**src/epoch_to_calendar_date_macros.svh**
```systemverilog
// assertion macros for the epoch to calendar date block
// no dependencies; included by the top level
`ifndef EPOCH_TO_CALENDAR_DATE_MACROS_SVH
`define EPOCH_TO_CALENDAR_DATE_MACROS_SVH
`ifndef NO_ASSERTIONS
`define E2C_ASSERT(lbl, clk, rstn, prop, msg) \
    lbl: assert property (@(posedge clk) disable iff (!rstn) prop) else $error(msg);
`define E2C_ASSERT_NEXT(lbl, clk, rstn, ante, cons, msg) \
    lbl: assert property (@(posedge clk) disable iff (!rstn) (ante) |=> (cons)) else $error(msg);
`else
`define E2C_ASSERT(lbl, clk, rstn, prop, msg)
`define E2C_ASSERT_NEXT(lbl, clk, rstn, ante, cons, msg)
`endif
`endif

```
**src/e2c_pkg.sv**
```systemverilog
// types, constants and the divide-by-sixty helper for the epoch to calendar date block
// no dependencies
package e2c_pkg;

    // seconds per day is 2^7 * 675
    localparam int unsigned DAY_SHIFT = 7;
    localparam logic [9:0]  DAY_DIV   = 10'd675;
    localparam int unsigned DAY_RECIP_SHIFT = 35;
    localparam logic [25:0] DAY_RECIP = 26'((64'd1 << DAY_RECIP_SHIFT) / 64'd675);

    // x / 60 = (x / 4) / 15
    localparam int unsigned SIXTY_RECIP_SHIFT = 20;
    localparam logic [16:0] SIXTY_RECIP = 17'((64'd1 << SIXTY_RECIP_SHIFT) / 64'd15);
    localparam logic [16:0] SIXTY       = 17'd60;

    // four-year cycles counted from 1968-01-01
    localparam logic [15:0] QUAD_DAYS  = 16'd1461;
    localparam int unsigned QUAD_RECIP_SHIFT = 26;
    localparam logic [15:0] QUAD_RECIP = 16'((64'd1 << QUAD_RECIP_SHIFT) / 64'd1461);
    localparam logic [15:0] EPOCH_BIAS = 16'd731;
    // day index of 2100-03-01; 2100 has no leap day
    localparam logic [15:0] SKIP_LEAP_DAY = 16'd47541;
    localparam logic [11:0] BASE_YEAR  = 12'd1968;

    localparam logic [10:0] YEAR_START [4] = '{11'd0, 11'd366, 11'd731, 11'd1096};
    localparam logic [8:0]  MONTH_START [12] = '{
        9'd0, 9'd31, 9'd59, 9'd90, 9'd120, 9'd151,
        9'd181, 9'd212, 9'd243, 9'd273, 9'd304, 9'd334};

    localparam int unsigned DATE_STAGES = 6;
    localparam int unsigned TOD_PAD     = DATE_STAGES - 1;

    typedef struct packed {
        logic [10:0] q;
        logic [5:0]  r;
    } div60_t;

    typedef struct packed {
        logic [4:0] hour;
        logic [5:0] minute;
        logic [5:0] second;
    } tod_t;

    typedef struct packed {
        logic [11:0] year;
        logic [3:0]  month;
        logic [4:0]  day;
    } date_t;

    function automatic div60_t div60(input logic [16:0] x);
        logic [31:0] prod;
        logic [10:0] q;
        logic [16:0] r;
        div60_t      res;
        prod = {17'd0, x[16:2]} * {15'd0, SIXTY_RECIP};
        q    = prod[30:20];
        r    = x - ({q, 6'd0} - {4'd0, q, 2'd0});
        if (r >= SIXTY)
        begin
            q = q + 11'd1;
            r = r - SIXTY;
        end
        res.q = q;
        res.r = r[5:0];
        return res;
    endfunction

endpackage

```
**src/e2c_tod.sv**
```systemverilog
// time of day split: seconds of the day into hour, minute and second
// depends on e2c_pkg; latency matches the date path
module e2c_tod
    import e2c_pkg::*;
(
    input  logic        clk,
    input  logic        en,
    input  logic [16:0] sod,
    output tod_t        tod
);

    logic [10:0] mins_reg;
    logic [5:0]  sec_reg;
    tod_t        tod_reg [TOD_PAD];
    div60_t      sod_div;
    div60_t      min_div;
    tod_t        tod_next;

    always_comb
    begin
        sod_div         = div60(sod);
        min_div         = div60({6'd0, mins_reg});
        tod_next.hour   = min_div.q[4:0];
        tod_next.minute = min_div.r;
        tod_next.second = sec_reg;
    end

    always_ff @(posedge clk)
    begin
        if (en)
        begin
            mins_reg   <= sod_div.q;
            sec_reg    <= sod_div.r;
            tod_reg[0] <= tod_next;
            for (int i = 1; i < TOD_PAD; i++)
            begin
                tod_reg[i] <= tod_reg[i-1];
            end
        end
    end

    assign tod = tod_reg[TOD_PAD-1];

endmodule

```
**src/e2c_date.sv**
```systemverilog
// day count since 1970 into year, month and day, six register stages
// depends on e2c_pkg
module e2c_date
    import e2c_pkg::*;
(
    input  logic        clk,
    input  logic        en,
    input  logic [15:0] days,
    output date_t       date
);

    logic [15:0] dd_reg;
    logic [15:0] dd_next;
    logic [15:0] dd2_reg;
    logic [31:0] qprod_reg;
    logic [5:0]  cyc_reg;
    logic [5:0]  cyc_next;
    logic [10:0] rem_reg;
    logic [15:0] rem_full;
    logic [11:0] year4_reg;
    logic [11:0] year4_next;
    logic [8:0]  doy4_reg;
    logic [8:0]  doy4_next;
    logic        leap4_reg;
    logic [1:0]  yoff;
    logic [10:0] doy_wide;
    logic [11:0] year5_reg;
    logic [3:0]  mon5_reg;
    logic [3:0]  mon5_next;
    logic [8:0]  mst5_reg;
    logic [8:0]  mst5_next;
    logic [8:0]  doy5_reg;
    logic [8:0]  st;
    logic [8:0]  day_full;
    date_t       date_reg;
    date_t       date_next;

    // shift to a leap-aligned base and insert a phantom leap day for 2100
    assign dd_next = days + EPOCH_BIAS + {15'd0, days >= SKIP_LEAP_DAY};

    always_comb
    begin
        cyc_next = qprod_reg[31:26];
        rem_full = dd2_reg - ({10'd0, cyc_next} * QUAD_DAYS);
        if (rem_full >= QUAD_DAYS)
        begin
            cyc_next = cyc_next + 6'd1;
            rem_full = rem_full - QUAD_DAYS;
        end
    end

    always_comb
    begin
        if (rem_reg >= YEAR_START[3])
            yoff = 2'd3;
        else if (rem_reg >= YEAR_START[2])
            yoff = 2'd2;
        else if (rem_reg >= YEAR_START[1])
            yoff = 2'd1;
        else
            yoff = 2'd0;
        doy_wide   = rem_reg - YEAR_START[yoff];
        doy4_next  = doy_wide[8:0];
        year4_next = BASE_YEAR + {4'd0, cyc_reg, 2'd0} + {10'd0, yoff};
    end

    always_comb
    begin
        mon5_next = 4'd1;
        mst5_next = 9'd0;
        st        = 9'd0;
        for (int i = 1; i < 12; i++)
        begin
            st = MONTH_START[i] + {8'd0, leap4_reg && (i >= 2)};
            if (doy4_reg >= st)
            begin
                mon5_next = 4'(i + 1);
                mst5_next = st;
            end
        end
    end

    always_comb
    begin
        day_full        = doy5_reg - mst5_reg + 9'd1;
        date_next.year  = year5_reg;
        date_next.month = mon5_reg;
        date_next.day   = day_full[4:0];
    end

    always_ff @(posedge clk)
    begin
        if (en)
        begin
            dd_reg    <= dd_next;
            qprod_reg <= {16'd0, dd_reg} * {16'd0, QUAD_RECIP};
            dd2_reg   <= dd_reg;
            cyc_reg   <= cyc_next;
            rem_reg   <= rem_full[10:0];
            year4_reg <= year4_next;
            doy4_reg  <= doy4_next;
            leap4_reg <= (yoff == 2'd0);
            year5_reg <= year4_reg;
            mon5_reg  <= mon5_next;
            mst5_reg  <= mst5_next;
            doy5_reg  <= doy4_reg;
            date_reg  <= date_next;
        end
    end

    assign date = date_reg;

endmodule

```
**src/epoch_to_calendar_date.sv**
```systemverilog
// epoch to calendar date: Unix seconds into UTC date and time of day
// depends on e2c_pkg, e2c_tod, e2c_date and epoch_to_calendar_date_macros.svh
//
// input channel: in_valid / in_ready carry one beat of epoch_seconds
// output channel: out_valid / out_ready carry one beat of valid_res, year,
//   month, day, hour, minute and second for each input beat, in order
// pipeline of 9 register stages: epoch and day product, days and second of day,
//   the date and time-of-day stages, then the output registers
// throughput: one beat per cycle unless the output stalls; the reciprocal
//   multipliers of the day and four-year splits each sit in a stage of their own
// epoch zero yields valid_res low with every other field zero
// when out_ready is low with a beat waiting, the whole pipeline holds and
//   in_ready drops; nothing is lost or repeated
// reset clears every stage valid bit; the block takes a beat right after
//   reset is released
`include "epoch_to_calendar_date_macros.svh"
module epoch_to_calendar_date
    import e2c_pkg::*;
(
    input  logic        clk,
    input  logic        rst_n,
    input  logic        in_valid,
    output logic        in_ready,
    input  logic [31:0] epoch_seconds,
    output logic        out_valid,
    input  logic        out_ready,
    output logic        valid_res,
    output logic [11:0] year,
    output logic [3:0]  month,
    output logic [4:0]  day,
    output logic [4:0]  hour,
    output logic [5:0]  minute,
    output logic [5:0]  second
);

    localparam int unsigned PIPE_STAGES = DATE_STAGES + 3;

    logic                   adv;
    logic [PIPE_STAGES-1:0] v_reg;
    logic [PIPE_STAGES-1:0] zero_reg;
    logic [50:0]            prod1_reg;
    logic [31:0]            epoch1_reg;
    logic [24:0]            x1;
    logic [15:0]            q1;
    logic [24:0]            r1;
    logic [15:0]            days_reg;
    logic [16:0]            sod_reg;
    tod_t                   tod;
    date_t                  date;
    logic                   valid_res_reg;
    logic [11:0]            year_reg;
    logic [3:0]             month_reg;
    logic [4:0]             day_reg;
    logic [4:0]             hour_reg;
    logic [5:0]             minute_reg;
    logic [5:0]             second_reg;
    logic                   zero_last;

    assign adv       = !v_reg[PIPE_STAGES-1] || out_ready;
    assign in_ready  = adv;
    assign zero_last = zero_reg[PIPE_STAGES-2];

    // day split: quotient estimate is exact or one short
    always_comb
    begin
        x1 = epoch1_reg[31:DAY_SHIFT];
        q1 = prod1_reg[50:DAY_RECIP_SHIFT];
        r1 = x1 - ({9'd0, q1} * {15'd0, DAY_DIV});
        if (r1 >= {15'd0, DAY_DIV})
        begin
            q1 = q1 + 16'd1;
            r1 = r1 - {15'd0, DAY_DIV};
        end
    end

    always_ff @(posedge clk or negedge rst_n)
    begin
        if (!rst_n)
            v_reg <= '0;
        else if (adv)
            v_reg <= {v_reg[PIPE_STAGES-2:0], in_valid};
    end

    always_ff @(posedge clk)
    begin
        if (adv)
        begin
            zero_reg      <= {zero_reg[PIPE_STAGES-2:0], epoch_seconds == 32'd0};
            epoch1_reg    <= epoch_seconds;
            prod1_reg     <= {26'd0, epoch_seconds[31:DAY_SHIFT]} * {25'd0, DAY_RECIP};
            days_reg      <= q1;
            sod_reg       <= {r1[9:0], epoch1_reg[DAY_SHIFT-1:0]};
            valid_res_reg <= !zero_last;
            year_reg      <= zero_last ? 12'd0 : date.year;
            month_reg     <= zero_last ? 4'd0 : date.month;
            day_reg       <= zero_last ? 5'd0 : date.day;
            hour_reg      <= zero_last ? 5'd0 : tod.hour;
            minute_reg    <= zero_last ? 6'd0 : tod.minute;
            second_reg    <= zero_last ? 6'd0 : tod.second;
        end
    end

    e2c_tod u_tod
    (
        .clk (clk),
        .en  (adv),
        .sod (sod_reg),
        .tod (tod)
    );

    e2c_date u_date
    (
        .clk  (clk),
        .en   (adv),
        .days (days_reg),
        .date (date)
    );

    assign out_valid = v_reg[PIPE_STAGES-1];
    assign valid_res = valid_res_reg;
    assign year      = year_reg;
    assign month     = month_reg;
    assign day       = day_reg;
    assign hour      = hour_reg;
    assign minute    = minute_reg;
    assign second    = second_reg;

    `E2C_ASSERT_NEXT(a_hold_on_stall, clk, rst_n, !adv, v_reg == $past(v_reg), "pipeline moved during stall")
    `E2C_ASSERT(a_zero_fields, clk, rst_n, (out_valid && !valid_res) |-> (year == 12'd0 && month == 4'd0 && day == 5'd0 && hour == 5'd0 && minute == 6'd0 && second == 6'd0), "invalid beat has nonzero fields")
    `E2C_ASSERT(a_date_range, clk, rst_n, (out_valid && valid_res) |-> (year >= 12'd1970 && year <= 12'd2106 && month >= 4'd1 && month <= 4'd12 && day >= 5'd1), "date out of range")
    `E2C_ASSERT(a_time_range, clk, rst_n, out_valid |-> (hour <= 5'd23 && minute <= 6'd59 && second <= 6'd59), "time of day out of range")

endmodule
```
**config.mk**
```make
export PLATFORM = sky130hd
export DESIGN_NAME = epoch_to_calendar_date
export DESIGN_NICKNAME = d
export VERILOG_FILES = /design/src/e2c_pkg.sv /design/src/e2c_tod.sv /design/src/e2c_date.sv /design/src/epoch_to_calendar_date.sv
export VERILOG_INCLUDE_DIRS = /design/src /design/src/src
export SDC_FILE = /design/constraint.sdc
export NUM_CORES = 2
export LEC_CHECK = 0
export ABC_CLOCK_PERIOD_IN_PS = 14800
export BUFFER_PORTS_ARGS = -buffer_cell sky130_fd_sc_hd__buf_4
export CORE_MARGIN = 3
export CORE_UTILIZATION = 27
export CTS_CLUSTER_DIAMETER = 100
export DETAILED_ROUTE_END_ITERATION = 7
export SYNTH_ARGS = -nofsm -noshare
export SYNTH_HDL_FRONTEND = slang
export SYNTH_SLANG_ARGS = --single-unit
```
**constraint.sdc**
```tcl
create_clock -name clk -period 14.8 [get_ports clk]
set_input_delay 2.96 -clock clk [delete_from_list [all_inputs] [get_ports clk]]
set_output_delay 2.96 -clock clk [all_outputs]
set_load 0.005 [all_outputs]
```
==> impl_metrics.yaml <==
sta:
  finalSetupViolations: 0
  min_cycle_time_layout_ps: 8780
  rsz_0062_raised_after_global_routing: "false"
  max_clock_freq_ghz: 0.114
  hold_violations: 0
  period_share: 0.593
  tns_ps: 0
  actual_transition_at_the_worst_max_transition_pin_ps: 1010
  drv_slew: 0
  timing.final.ws_setup_ps: 6020
  relative_max_transition_margin: 0.325
  skew_ps: 23.6
setup_path:
  crit-reg2reg-launch: "sod_reg[12]"
  cp_cell_sequence: "buf_4 -> inv_1 -> ha_1 -> ha_1 -> inv_1 -> fa_1 -> inv_1 -> fa_1 -> fa_1 -> fa_1 -> ha_1 -> ha_1 -> nand2_1 -> nor2_1 -> a211oi_1 -> a221o_1 -> a21o_1 -> a211oi_1 -> nor3_1 -> nor4b_1 -> o21a_1 -> nor2_1 -> xnor2_1"
  crit-reg2reg-capture: "u_tod.mins_reg[5]"
  arrival_ps: 9080
  crit_path_end_kind: "flip-flop"
  cp_max_fo: 11
  rrSetupSlack_ps: 6440
  critical_path_class: "input port to flip-flop"
  max_stage_delay_ps: 530
  ff2ff_path_depth: 28
  slowest_stage: "fa_1"
  cp-start-kind: "input port"
  critPathRequiredTime_ps: 15100
global_route:
  grt_pass1_wl_microns: 120000
  grt_overflow: 0
  first_global_vias: 23800
  grt_util_all_layers: 0.104
  grt_start_max_net_pins: 165
  antenna_found_initial: 0
logic_synthesis:
  syn_area_per_cell_sq_um: 11.4
  yosys_cell_types: 92
  ys.warnings.count: 0
  synthesis.instances: 3227
  postSynthRegisterBits: 359
  synth_async_sr_flop_share: 0.0251
  synthesized_area_fraction_occupied_by_ao_oa_aoi_and_oai_cells: 0.0767
  largest_family_of_logic_cells_by_synthesized_area: "adder cells"
  synthesis.area_sq_um: 36700
  seq_area_frac_synth: 0.293
  number_of_flops_mapped_to_enable_cells_by_yosys: 350
  synth_fa_ha_area_frac: 0.444
  synth.net_count: 4348
  post_synth_and_or_nand_nor_area_fraction: 0.0647
  synth.mux.area_fraction: 0.00614
  postSynth.topFlopCell: "edfxtp_1"
  yosys.area_share.xor_xnor: 0.0429
status:
  outcome: "complete, no violations"
floorplanning:
  io-pin-count: 77
  initial_utilization: 0.273
  fp.dieArea_sq_um: 140000
  dieWidth_microns: 375
  row_count: 134
  core_region_area_sq_um: 134000
  dieHeight_microns: 375
placement:
  io_buffers: 76
  gpl.final_weighted_congestion: 0.856
  place_worst_setup_slack_ps: 5450
  placed_cells_incl_taps: 5055
  dp.final_hpwl_microns: 58700
clock_tree:
  root_buffer: "clkbuf_16"
  post-cts-setup-buffer-count: 0
  clock_sinks: 359
  cts.htree.levels: 2
  cts-buffers-inserted: 40
  tritoncts_clock_tree: "built"
  clkTransAtPathRegs_ps: 60
  max-clock-path-buffers: 3
  cts_hold_buffers: 0
  clk_latency_ps: 580
  postCtsResizedCells: 0
hold_path:
  worst_hold_path.endpoint: "u_tod.tod_reg[2][12]"
  timing.hold.worst.start: "u_tod.tod_reg[1][12]"
  worstHoldPathType: "flip-flop to flip-flop"
  number_of_instances_on_the_worst_hold_path: 0
route:
  finalWirelength_microns: 71500
  detailedRoute.firstIterationViolations: 914
  route.detailed.drc: 0
  wl_per_cell_microns: 13.9
  viasPerCell: 4.37
  ant_nets: 0
  detailroute.via_count: 22400
  first_pass_iters: 5
finish:
  layout_common_cells: "ha_1 (726), inv_1 (687), fa_1 (359)"
  layout.cells.most_common: "ha_1"
  largest_register_ffs: 85
  area_growth_syn_to_layout_pct: 11.0
  stdcell_count: 5130
  finalNetCount: 4450
  post_route_cells_drive_above_1_share: 0.0577
job:
  drv_cap: 0
==> cell usage after synthesis (27+ instances only) <==
library cell	number	area, sq um
nand2b_1	27	169
fa_1	359	7190
o21ai_0	85	425
a21oi_1	109	546
a21o_1	57	428
nor2b_1	61	382
xor2_1	54	473
inv_1	687	2580
nand3_1	36	180
xnor2_1	123	1080
nand2_1	103	387
ha_1	726	9080
edfxtp_1	350	10500
nor2_1	96	360
==> metal layers <==
layer,vias to the layer above,part of all wire,track usage
met5,-,0,0
met4,0,0.022,0.0257
met3,101,0.035,0.0145
met2,313,0.47,0.177
met1,10900,0.48,0.140
li1,11100,-,-
==> how the worst max path moves through the flow <==
| stage | cells after the start | endpoint | slack [ps] | from |
|---|---|---|---|---|
| 4_1_cts | 23 | prod1_reg[50] | 6040 | epoch_seconds[18] |
| 6_report | 23 | prod1_reg[50] | 6020 | epoch_seconds[18] |
| 3_3_place_gp | 23 | prod1_reg[50] | 5500 | epoch_seconds[18] |
| 5_1_grt | 23 | prod1_reg[50] | 5770 | epoch_seconds[18] |
| 3_5_place_dp | 22 | prod1_reg[50] | 5450 | epoch_seconds[13] |
| 2_1_floorplan | 2 | in_ready | 4310 | out_ready |
==> cell type report <==
cell class	instances	area, sq um
Clock inverter	23	260
Timing Repair Buffer	81	621
Clock buffer	51	1040
Inverter	687	2580
Tap cell	1768	2210
Sequential cell	359	10700
Antenna cell	1	2.50
Multi-Input combinational cell	2160	23300
Fill cell	13700	93400
==> worst max-delay path: cells and delay by family <==
| kind | cells | cell delay [ps] |
|---|---|---|
| compound gates | 5 | 1300 |
| xor+xnor | 1 | 120 |
| fa+ha+maj | 8 | 3320 |
| buf+inv | 4 | 440 |
| simple gates | 5 | 920 |
==> per-stage QoR <==
stage               instance area (sq um)  hold WS (ps)   util
floorplan                           36700           400      -
global placement                    39400           400  0.294
detailed placement                  39400           405  0.294
CTS                                 40700           410  0.304
global route                        40700           417  0.304
finish                              40700           409  0.304
==> cells by family (layout without fill, tap and decap cells) <==
logic type | Yosys count | after routing
AOI/OAI and AO/OA | 420 | 420
xor gates and xnor gates | 178 | 178
adders and majority gates | 1085 | 1085
buffers and inverters | 708 | 842
DFF | 359 | 359
muxes | 21 | 21
other | 0 | 1
and+or+nand+nor | 456 | 456
Power is not shown: default switching activity piles up to over one toggle a cycle in this logic, so the estimate is an artifact.
